--- src/rtl/core/ssm_pkg.sv ---
`timescale 1ns / 1ps
// ----------------------------------------------------------------------------
// Sorted set merge package
// Shared types and codes for the sorted set merge block.
// ----------------------------------------------------------------------------
package ssm_pkg;

	typedef enum logic [1:0] {
		ACT_APPEND_A = 2'd0,
		ACT_APPEND_B = 2'd1,
		ACT_RUN      = 2'd2,
		ACT_CLEAR    = 2'd3
	} ssm_action_t;

	// Set operation codes held in the configuration register.
	localparam logic [1:0] OP_UNION = 2'd0;
	localparam logic [1:0] OP_DIFF  = 2'd1;
	localparam logic [1:0] OP_INTER = 2'd2;

	typedef enum logic {
		ST_IDLE,
		ST_MERGE
	} ssm_state_t;

	typedef struct packed {
		logic app_a;
		logic app_b;
		logic clear;
		logic adv_a;
		logic adv_b;
		logic emit;
		logic emit_b;
		logic finish;
	} ssm_cmd_t;

	typedef struct packed {
		logic a_ok;
		logic b_ok;
		logic a_lt_b;
		logic b_lt_a;
		logic slot_free;
	} ssm_stat_t;

	typedef struct packed {
		logic signed [31:0] result_value;
		logic               last;
		logic               empty_res;
		logic               overflow;
		logic               order_error;
	} ssm_res_t;

endpackage

--- src/rtl/core/ssm_in_if.sv ---
`timescale 1ns / 1ps
// ----------------------------------------------------------------------------
// Sorted set merge input channel
// Valid/ready channel carrying one action and its element value.
// ----------------------------------------------------------------------------
interface ssm_in_if;
	logic               valid;
	logic               ready;
	logic        [1:0]  action;
	logic signed [31:0] value;

	modport source (output valid, output action, output value, input ready);
	modport sink   (input valid, input action, input value, output ready);
endinterface

--- src/rtl/core/ssm_out_if.sv ---
`timescale 1ns / 1ps
// ----------------------------------------------------------------------------
// Sorted set merge result channel
// Valid/ready channel carrying one result element and its status flags.
// ----------------------------------------------------------------------------
interface ssm_out_if;
	logic               valid;
	logic               ready;
	logic signed [31:0] result_value;
	logic               last;
	logic               empty_res;
	logic               overflow;
	logic               order_error;

	modport source (output valid, output result_value, output last, output empty_res,
		output overflow, output order_error, input ready);
	modport sink   (input valid, input result_value, input last, input empty_res,
		input overflow, input order_error, output ready);
endinterface

--- src/rtl/core/sorted_set_merge_ops.sv ---
`timescale 1ns / 1ps
// ----------------------------------------------------------------------------
// Sorted set merge unit
// Loads two ascending sets and merges them as union, A minus B or
// intersection.
// ----------------------------------------------------------------------------
// Usage: items carries an action and a value. Append to A or B and clear
// give no transfer on results; appends are taken one per cycle. A run item
// starts a merge of both sets in the mode held in the set operation register
// (cfg_we, cfg_data), which must be written only while idle by the user; the
// block does not enforce this. The merge makes one two-pointer step per cycle
// while the output register is free, and items is not ready during a run.
// Each result is held back until the next result or the end of the run
// pushes it into the output register. The final transfer carries last; an
// empty result gives a single transfer with empty_res and last set.
// Every transfer carries the sticky overflow and order flags. A run empties
// both sets, a clear also resets the flags.
// When results is stalled, the merge waits on its output register and no
// data is lost; a new item is taken as soon as the run's last result sits in
// that register. Reset empties both sets, clears the flags and selects union.
// ----------------------------------------------------------------------------
module sorted_set_merge_ops
	import ssm_pkg::*;
#(
	parameter int SET_DEPTH = 32
) (
	input  logic            clk,
	input  logic            arst_n,
	input  logic            cfg_we,
	input  logic [1:0]      cfg_data,
	ssm_in_if.sink          items,
	ssm_out_if.source       results
);

	ssm_cmd_t  cmd;
	ssm_stat_t stat;
	ssm_res_t  res;

	ssm_ctrl u_ctrl (
		.clk      (clk),
		.arst_n   (arst_n),
		.cfg_we   (cfg_we),
		.cfg_data (cfg_data),
		.in_valid (items.valid),
		.action   (items.action),
		.in_ready (items.ready),
		.stat     (stat),
		.cmd      (cmd)
	);

	ssm_datapath #(
		.SET_DEPTH (SET_DEPTH)
	) u_datapath (
		.clk       (clk),
		.arst_n    (arst_n),
		.cmd       (cmd),
		.value     (items.value),
		.out_ready (results.ready),
		.stat      (stat),
		.out_valid (results.valid),
		.out_item  (res)
	);

	assign results.result_value = res.result_value;
	assign results.last         = res.last;
	assign results.empty_res    = res.empty_res;
	assign results.overflow     = res.overflow;
	assign results.order_error  = res.order_error;

endmodule

--- src/rtl/core/ssm_datapath.sv ---
`timescale 1ns / 1ps
// ----------------------------------------------------------------------------
// Sorted set merge datapath
// Set stores, counts, merge pointers, held result and output register.
// ----------------------------------------------------------------------------
module ssm_datapath
	import ssm_pkg::*;
#(
	parameter int SET_DEPTH = 32
) (
	input  logic               clk,
	input  logic               arst_n,
	input  ssm_cmd_t           cmd,
	input  logic signed [31:0] value,
	input  logic               out_ready,
	output ssm_stat_t          stat,
	output logic               out_valid,
	output ssm_res_t           out_item
);

	localparam int AW = (SET_DEPTH > 1) ? $clog2(SET_DEPTH) : 1;
	localparam int CW = $clog2(SET_DEPTH + 1);
	localparam logic [CW-1:0] DEPTH_C = CW'(SET_DEPTH);

	logic signed [31:0] set_a_mem [SET_DEPTH];
	logic signed [31:0] set_b_mem [SET_DEPTH];

	logic        [CW-1:0] cnt_a_q, cnt_b_q;
	logic        [CW-1:0] idx_a_q, idx_b_q;
	logic        [CW-1:0] idx_a_nxt, idx_b_nxt;
	logic signed [31:0]   last_a_q, last_b_q;
	logic signed [31:0]   head_a_q, head_b_q;
	logic signed [31:0]   pend_q;
	logic                 pend_vld_q;
	logic                 ovf_q, ord_q;
	logic                 out_vld_q;
	ssm_res_t             out_q;
	logic signed [31:0]   emit_val;
	logic                 push;
	logic                 wr_a, wr_b;

	assign wr_a = cmd.app_a && (cnt_a_q != DEPTH_C);
	assign wr_b = cmd.app_b && (cnt_b_q != DEPTH_C);

	// The read address runs one element ahead when a pointer advances, so the
	// head registers always hold the element under each pointer.
	assign idx_a_nxt = cmd.adv_a ? idx_a_q + CW'(1) : idx_a_q;
	assign idx_b_nxt = cmd.adv_b ? idx_b_q + CW'(1) : idx_b_q;

	always_ff @(posedge clk) begin
		if (wr_a) begin
			set_a_mem[cnt_a_q[AW-1:0]] <= value;
		end
		if (wr_b) begin
			set_b_mem[cnt_b_q[AW-1:0]] <= value;
		end
		head_a_q <= set_a_mem[idx_a_nxt[AW-1:0]];
		head_b_q <= set_b_mem[idx_b_nxt[AW-1:0]];
	end

	always_ff @(posedge clk or negedge arst_n) begin
		if (!arst_n) begin
			cnt_a_q    <= '0;
			cnt_b_q    <= '0;
			idx_a_q    <= '0;
			idx_b_q    <= '0;
			ovf_q      <= 1'b0;
			ord_q      <= 1'b0;
			pend_vld_q <= 1'b0;
		end else begin
			if (cmd.app_a) begin
				if (!wr_a) begin
					ovf_q <= 1'b1;
				end else begin
					if (cnt_a_q != '0 && !(last_a_q < value)) begin
						ord_q <= 1'b1;
					end
					cnt_a_q <= cnt_a_q + CW'(1);
				end
			end
			if (cmd.app_b) begin
				if (!wr_b) begin
					ovf_q <= 1'b1;
				end else begin
					if (cnt_b_q != '0 && !(last_b_q < value)) begin
						ord_q <= 1'b1;
					end
					cnt_b_q <= cnt_b_q + CW'(1);
				end
			end
			idx_a_q <= idx_a_nxt;
			idx_b_q <= idx_b_nxt;
			if (cmd.emit) begin
				pend_vld_q <= 1'b1;
			end
			if (cmd.finish) begin
				cnt_a_q    <= '0;
				cnt_b_q    <= '0;
				idx_a_q    <= '0;
				idx_b_q    <= '0;
				pend_vld_q <= 1'b0;
			end
			if (cmd.clear) begin
				cnt_a_q <= '0;
				cnt_b_q <= '0;
				ovf_q   <= 1'b0;
				ord_q   <= 1'b0;
			end
		end
	end

	always_ff @(posedge clk) begin
		if (wr_a) begin
			last_a_q <= value;
		end
		if (wr_b) begin
			last_b_q <= value;
		end
		if (cmd.emit) begin
			pend_q <= emit_val;
		end
	end

	assign emit_val = cmd.emit_b ? head_b_q : head_a_q;

	// A result is held back by one step so that the final one can be marked.
	assign push = (cmd.emit && pend_vld_q) || cmd.finish;

	always_ff @(posedge clk or negedge arst_n) begin
		if (!arst_n) begin
			out_vld_q <= 1'b0;
		end else if (push) begin
			out_vld_q <= 1'b1;
		end else if (out_ready) begin
			out_vld_q <= 1'b0;
		end
	end

	always_ff @(posedge clk) begin
		if (push) begin
			out_q.result_value <= pend_vld_q ? pend_q : 32'sd0;
			out_q.last         <= cmd.finish;
			out_q.empty_res    <= cmd.finish && !pend_vld_q;
			out_q.overflow     <= ovf_q;
			out_q.order_error  <= ord_q;
		end
	end

	assign stat.a_ok      = idx_a_q < cnt_a_q;
	assign stat.b_ok      = idx_b_q < cnt_b_q;
	assign stat.a_lt_b    = head_a_q < head_b_q;
	assign stat.b_lt_a    = head_b_q < head_a_q;
	assign stat.slot_free = !out_vld_q || out_ready;

	assign out_valid = out_vld_q;
	assign out_item  = out_q;

endmodule

--- src/rtl/core/ssm_ctrl.sv ---
`timescale 1ns / 1ps
// ----------------------------------------------------------------------------
// Sorted set merge controller
// Accepts actions, holds the set operation and steps the merge.
// ----------------------------------------------------------------------------
module ssm_ctrl
	import ssm_pkg::*;
(
	input  logic       clk,
	input  logic       arst_n,
	input  logic       cfg_we,
	input  logic [1:0] cfg_data,
	input  logic       in_valid,
	input  logic [1:0] action,
	output logic       in_ready,
	input  ssm_stat_t  stat,
	output ssm_cmd_t   cmd
);

	ssm_state_t state_q, state_nxt;
	logic [1:0] op_q;

	always_ff @(posedge clk or negedge arst_n) begin
		if (!arst_n) begin
			state_q <= ST_IDLE;
			op_q    <= OP_UNION;
		end else begin
			state_q <= state_nxt;
			if (cfg_we) begin
				op_q <= cfg_data;
			end
		end
	end

	always_comb begin
		state_nxt = state_q;
		cmd       = '0;
		in_ready  = 1'b0;
		case (state_q)
			ST_IDLE: begin
				in_ready = 1'b1;
				if (in_valid) begin
					case (action)
						ACT_APPEND_A: cmd.app_a = 1'b1;
						ACT_APPEND_B: cmd.app_b = 1'b1;
						ACT_RUN:      state_nxt = ST_MERGE;
						ACT_CLEAR:    cmd.clear = 1'b1;
						default:      cmd.clear = 1'b0;
					endcase
				end
			end
			ST_MERGE: begin
				// One two-pointer step per cycle while the output slot is free.
				if (stat.slot_free) begin
					if (op_q != OP_UNION && op_q != OP_DIFF && op_q != OP_INTER) begin
						cmd.finish = 1'b1;
					end else if (stat.a_ok && stat.b_ok) begin
						if (stat.a_lt_b) begin
							cmd.adv_a = 1'b1;
							cmd.emit  = (op_q != OP_INTER);
						end else if (stat.b_lt_a) begin
							cmd.adv_b  = 1'b1;
							cmd.emit   = (op_q == OP_UNION);
							cmd.emit_b = 1'b1;
						end else begin
							cmd.adv_a = 1'b1;
							cmd.adv_b = 1'b1;
							cmd.emit  = (op_q != OP_DIFF);
						end
					end else if (stat.a_ok && op_q != OP_INTER) begin
						cmd.adv_a = 1'b1;
						cmd.emit  = 1'b1;
					end else if (stat.b_ok && op_q == OP_UNION) begin
						cmd.adv_b  = 1'b1;
						cmd.emit   = 1'b1;
						cmd.emit_b = 1'b1;
					end else begin
						cmd.finish = 1'b1;
					end
					if (cmd.finish) begin
						state_nxt = ST_IDLE;
					end
				end
			end
			default: state_nxt = ST_IDLE;
		endcase
	end

endmodule
--- src/flat_wrapper.sv ---
// flat-port wrapper written by rule: the top's interface ports become plain ports
module sorted_set_merge_ops_flat import ssm_pkg::*;
#(
	parameter int SET_DEPTH = 32
)
  (clk, arst_n, cfg_we, cfg_data, items_valid, items_action, items_value, items_ready, results_valid, results_result_value, results_last, results_empty_res, results_overflow, results_order_error, results_ready);
  ssm_in_if items_i ();
  ssm_out_if results_i ();
  input  logic clk;
  input  logic arst_n;
  input  logic cfg_we;
  input  logic [1:0] cfg_data;
  input wire logic [$bits(items_i.valid)-1:0] items_valid;
  input wire logic [$bits(items_i.action)-1:0] items_action;
  input wire logic [$bits(items_i.value)-1:0] items_value;
  output wire logic [$bits(items_i.ready)-1:0] items_ready;
  output wire logic [$bits(results_i.valid)-1:0] results_valid;
  output wire logic [$bits(results_i.result_value)-1:0] results_result_value;
  output wire logic [$bits(results_i.last)-1:0] results_last;
  output wire logic [$bits(results_i.empty_res)-1:0] results_empty_res;
  output wire logic [$bits(results_i.overflow)-1:0] results_overflow;
  output wire logic [$bits(results_i.order_error)-1:0] results_order_error;
  input wire logic [$bits(results_i.ready)-1:0] results_ready;
  assign items_i.valid = items_valid;
  assign items_i.action = items_action;
  assign items_i.value = items_value;
  assign items_ready = items_i.ready;
  assign results_valid = results_i.valid;
  assign results_result_value = results_i.result_value;
  assign results_last = results_i.last;
  assign results_empty_res = results_i.empty_res;
  assign results_overflow = results_i.overflow;
  assign results_order_error = results_i.order_error;
  assign results_i.ready = results_ready;
  sorted_set_merge_ops #(.SET_DEPTH(SET_DEPTH)) u_core (.clk(clk), .arst_n(arst_n), .cfg_we(cfg_we), .cfg_data(cfg_data), .items(items_i), .results(results_i));
endmodule
--- config.mk ---
export PLATFORM = sky130hd
export DESIGN_NAME = sorted_set_merge_ops_flat
export DESIGN_NICKNAME = d
export VERILOG_FILES = /design/src/rtl/core/ssm_pkg.sv /design/src/rtl/core/ssm_in_if.sv /design/src/rtl/core/ssm_out_if.sv /design/src/rtl/core/sorted_set_merge_ops.sv /design/src/rtl/core/ssm_datapath.sv /design/src/rtl/core/ssm_ctrl.sv /design/src/flat_wrapper.sv
export SDC_FILE = /design/constraint.sdc
export NUM_CORES = 2
export LEC_CHECK = 0
export ABC_AREA = 1
export BUFFER_PORTS_ARGS = -buffer_cell sky130_fd_sc_hd__clkbuf_2
export CAP_MARGIN = 5
export CELL_PAD_IN_SITES_DETAIL_PLACEMENT = 1
export CELL_PAD_IN_SITES_GLOBAL_PLACEMENT = 1
export CORE_MARGIN = 2
export CORE_UTILIZATION = 45
export DETAILED_ROUTE_END_ITERATION = 12
export PLACE_DENSITY_LB_ADDON = 0.1
export SLEW_MARGIN = 10
export SYNTH_ARGS = -nofsm -noshare
export SYNTH_HDL_FRONTEND = slang
export SYNTH_HIERARCHICAL = 1
export SYNTH_SLANG_ARGS = --single-unit
--- constraint.sdc ---
create_clock -name clk -period 7.7 [get_ports clk]
set_input_delay 0.385 -clock clk [delete_from_list [all_inputs] [get_ports clk]]
set_output_delay 0.385 -clock clk [all_outputs]
set_load 0.005 [all_outputs]
==> impl_metrics.env <==
export IMPL_crit_path_start_kind="flop"
export IMPL_cts_buffers=234
export IMPL_ys_top_cells_by_area="edfxtp_1 (73%), nor2_1 (5.5%), o21ai_0 (4.8%), o22ai_1 (3.0%), o21ai_1 (2.6%)"
export IMPL_clock_power_share=0.342
export IMPL_firstDrtPassIters=6
export IMPL_cp_max_fo=121
export IMPL_fin_crit_ns=6.23
export IMPL_combPwrFrac=0.205
export IMPL_peakVddDrop_uv=350
export IMPL_route_detailed_drc=0
export IMPL_syn2layout_area_growth_pct=12.6
export IMPL_syn_mean_instance_area_sq_um=13.2
export IMPL_grt_usage=0.282
export IMPL_cellLeakagePower_nw=33.2
export IMPL_p_sw_mw=9.87
export IMPL_final_common_cell="edfxtp_1"
export IMPL_row_count=164
export IMPL_num_vias=58600
export IMPL_ys_seq_area_frac=0.750
export IMPL_synth_cell_types=47
export IMPL_syn_inst=6846
export IMPL_cts_resized=0
export IMPL_drv_slew=0
export IMPL_avgRoutedWirePerCell_microns=29.8
export IMPL_fmax_ghz=0.161
export IMPL_yosys_register_bits=2275
export IMPL_rsz0062_at_grt="no"
export IMPL_yosys_area_top_type="edfxtp_1"
export IMPL_start_util=0.452
export IMPL_swShare=0.312
export IMPL_grt_max_degree=179
export IMPL_grt_overflow=0
export IMPL_finalSetupTns_ns=0
export IMPL_clock_path_buffers=3
export IMPL_cts_root_buf="clkbuf_16"
export IMPL_coreArea_sq_um=199000
export IMPL_numPortBuffers=78
export IMPL_hold_viol_final=0
export IMPL_drt_iter0_drc=5992
export IMPL_synth_area_sq_um=90100
export IMPL_hpwl_microns=155000
export IMPL_antenna_found_initial=23
export IMPL_internal_power_mw=21.8
export IMPL_layout_nets=7074
export IMPL_hold_path_class="in -> reg"
export IMPL_fp_dieH_microns=451
export IMPL_vias_per_cell=5.99
export IMPL_synthFlopType="edfxtp_1"
export IMPL_critPathRequiredTime_ns=8.44
export IMPL_power_frac_seq=0.453
export IMPL_die_w_microns=451
export IMPL_fin_worst_skew_ns=0.0312
export IMPL_p_per_area_nw_per_um2=312
export IMPL_max_cap_violations=0
export IMPL_syn_nets=7001
export IMPL_outcome="finished clean"
export IMPL_fillers=19700
export IMPL_cts_tree="done"
export IMPL_place_gp_congestion=0.858
export IMPL_synthArstFlopShare=0.0136
export IMPL_maxSlewHeadroom=0.283
export IMPL_setup_violations=0
export IMPL_io_pins=79
export IMPL_clk_pin_slew_ns=0.06
export IMPL_clkSinkCount=2275
export IMPL_finalWirelength_microns=291000
export IMPL_final_cell_mix="edfxtp_1 (2180), nor2_1 (1254), o21ai_0 (868)"
export IMPL_hold_ws_ns=0.0527
export IMPL_worstSetupPathType="reg -> reg"
export IMPL_finalCritPeriodShare=0.809
export IMPL_crit_path_end_kind="flop"
export IMPL_postRouteAntennaNets=0
export IMPL_synth_edff_count=2180
export IMPL_worst_slew_pin_transition_ns=1.08
export IMPL_first_global_vias=60400
export IMPL_htree_levels=4
export IMPL_ys_warn_count=6
export IMPL_dieArea_sq_um=204000
export IMPL_cp_data_arrival_time_ns=6.97
export IMPL_grt_pass1_wl_microns=419000
export IMPL_clk_latency_ns=0.88
export IMPL_drive_above_1_share=0.0983
export IMPL_synth_top_cell_area_share=0.727
export IMPL_utilization=0.509
## per-layer routing
metal | global-route usage | part of all wire | vias to the layer above
li1 | - | - | 25600
met1 | 0.370 | 0.42 | 30600
met2 | 0.482 | 0.49 | 1928
met3 | 0.0347 | 0.054 | 489
met4 | 0.104 | 0.038 | 2
met5 | 0 | 0.000024 | -
## sequential cells by signal, summed over array words and instances, names as in the netlist, 32 cells and up
signal                       count
u_core/u_datapath/set_a_mem   1024
u_core/u_datapath/set_b_mem   1024
u_core/u_datapath/out_item      36
u_core/u_datapath/head_a_q      32
u_core/u_datapath/head_b_q      32
u_core/u_datapath/last_a_q      32
u_core/u_datapath/last_b_q      32
u_core/u_datapath/pend_q        32
## metrics by stage
stage	cell area [sq um]	worst slack [ns]	cells	total power, mW
final	101000	1.47	9782	31.6
after global placement	94000	1.68	9328	20.9
after global routing	101000	1.00	9780	32.9
after floorplan	90100	3.09	6846	18.5
after CTS	101000	1.60	9778	31.8
after detailed placement	94000	1.63	9328	21.0
## cell usage after synthesis (2+ instances only)
cell and n:
o21ai_2 3, nor2_2 3, nand2_1 363, buf_4 23, a21oi_1 62, o21a_1 7
dfrtp_1 31, ha_1 114, edfxtp_1 2180, inv_1 174, buf_1 11, inv_2 11
buf_6 11, buf_2 226, o22ai_1 432, o21ai_0 868, nand4_1 10, xor2_1 5
nor2_1 1313, a31oi_1 3, o211ai_1 3, nor3_1 15, o21ai_1 463, nand2_4 2
clkbuf_1 168, nand2_2 2, clkbuf_2 6, o221ai_1 142, nand3_1 114, dfxtp_1 64
## area by class of cell
cell class,count,area [sq um],area share
Sequential cell,2275,67500,0.666
Multi-Input combinational cell,3937,20300,0.200
Clock buffer,310,6400,0.0631
Tap cell,2656,3320,0.0328
Timing Repair Buffer,283,2230,0.0220
Clock inverter,129,846,0.00834
Inverter,188,763,0.00753
Antenna cell,4,10.0,0.0000987
## worst max-delay path: stages (launching register included)
cell	delay, ns
dfxtp_1	0.52
inv_1	0.18
ha_1	0.31
nand2_1	0.05
inv_1	0.05
nand3_1	0.08
nor3_1	0.17
inv_1	0.08
o21ai_0	0.19
nand3_1	0.10
nand2_1	0.11
xor2_1	0.09
nor2_1	0.19
o21ai_0	0.19
a21oi_1	0.63
nand2_2	0.22
nand2_8	0.36
buf_12	0.46
buf_4	0.60
o21ai_0	0.15
o22ai_1	0.19
nor2_1	0.06
o22ai_1	0.37
nand2_1	0.21
nand2_1	0.31
## cells by family after synthesis
group | synth area share
adder cells (fa/ha/maj) | 0.0158
flip-flops | 0.750
XOR/XNOR | 0.000486
AND/OR/NAND/NOR | 0.0790
multiplexers | 0.000125
buffers and inverters | 0.0317
AO/OA/AOI/OAI | 0.123
## worst paths after layout
| check | cells after the start | start | to | slack (ns) |
|---|---|---|---|---|
| setup / recovery | 24 | u_core/u_datapath/head_a_q[14] | u_core/u_datapath/head_a_q[6] | 1.47 |
| hold / removal | 4 | results_ready | u_core/u_datapath/out_valid | 0.05 |
| setup reg to reg | 24 | u_core/u_datapath/head_a_q[14] | u_core/u_datapath/head_a_q[6] | 1.47 |
| hold reg to reg | 0 | u_core/u_datapath/ord_q | u_core/u_datapath/out_item[0] | 0.46 |
| max in group asynchronous | 2 | arst_n | u_core/u_datapath/cnt_b_q[1] | 6.79 |
| min in group asynchronous | 2 | arst_n | u_core/u_ctrl/op_q[1] | 0.21 |
## repair_timing
item / CTS / global route
hold buffers: 11 / 0
hold endpoints to repair: 58 / 0
buffers inserted: 0 / 0
## power groups by stage
stage	Sequential (mW)	Combinational, mW	Clock [mW]
final	14.3	6.47	10.8
after global routing	14.3	7.11	11.4
after CTS	14.3	6.49	11.0
after detailed placement	14.6	6.45	0
after global placement	14.6	6.30	0
after floorplan	14.4	4.09	0
Power figures use the tool's default switching activity.
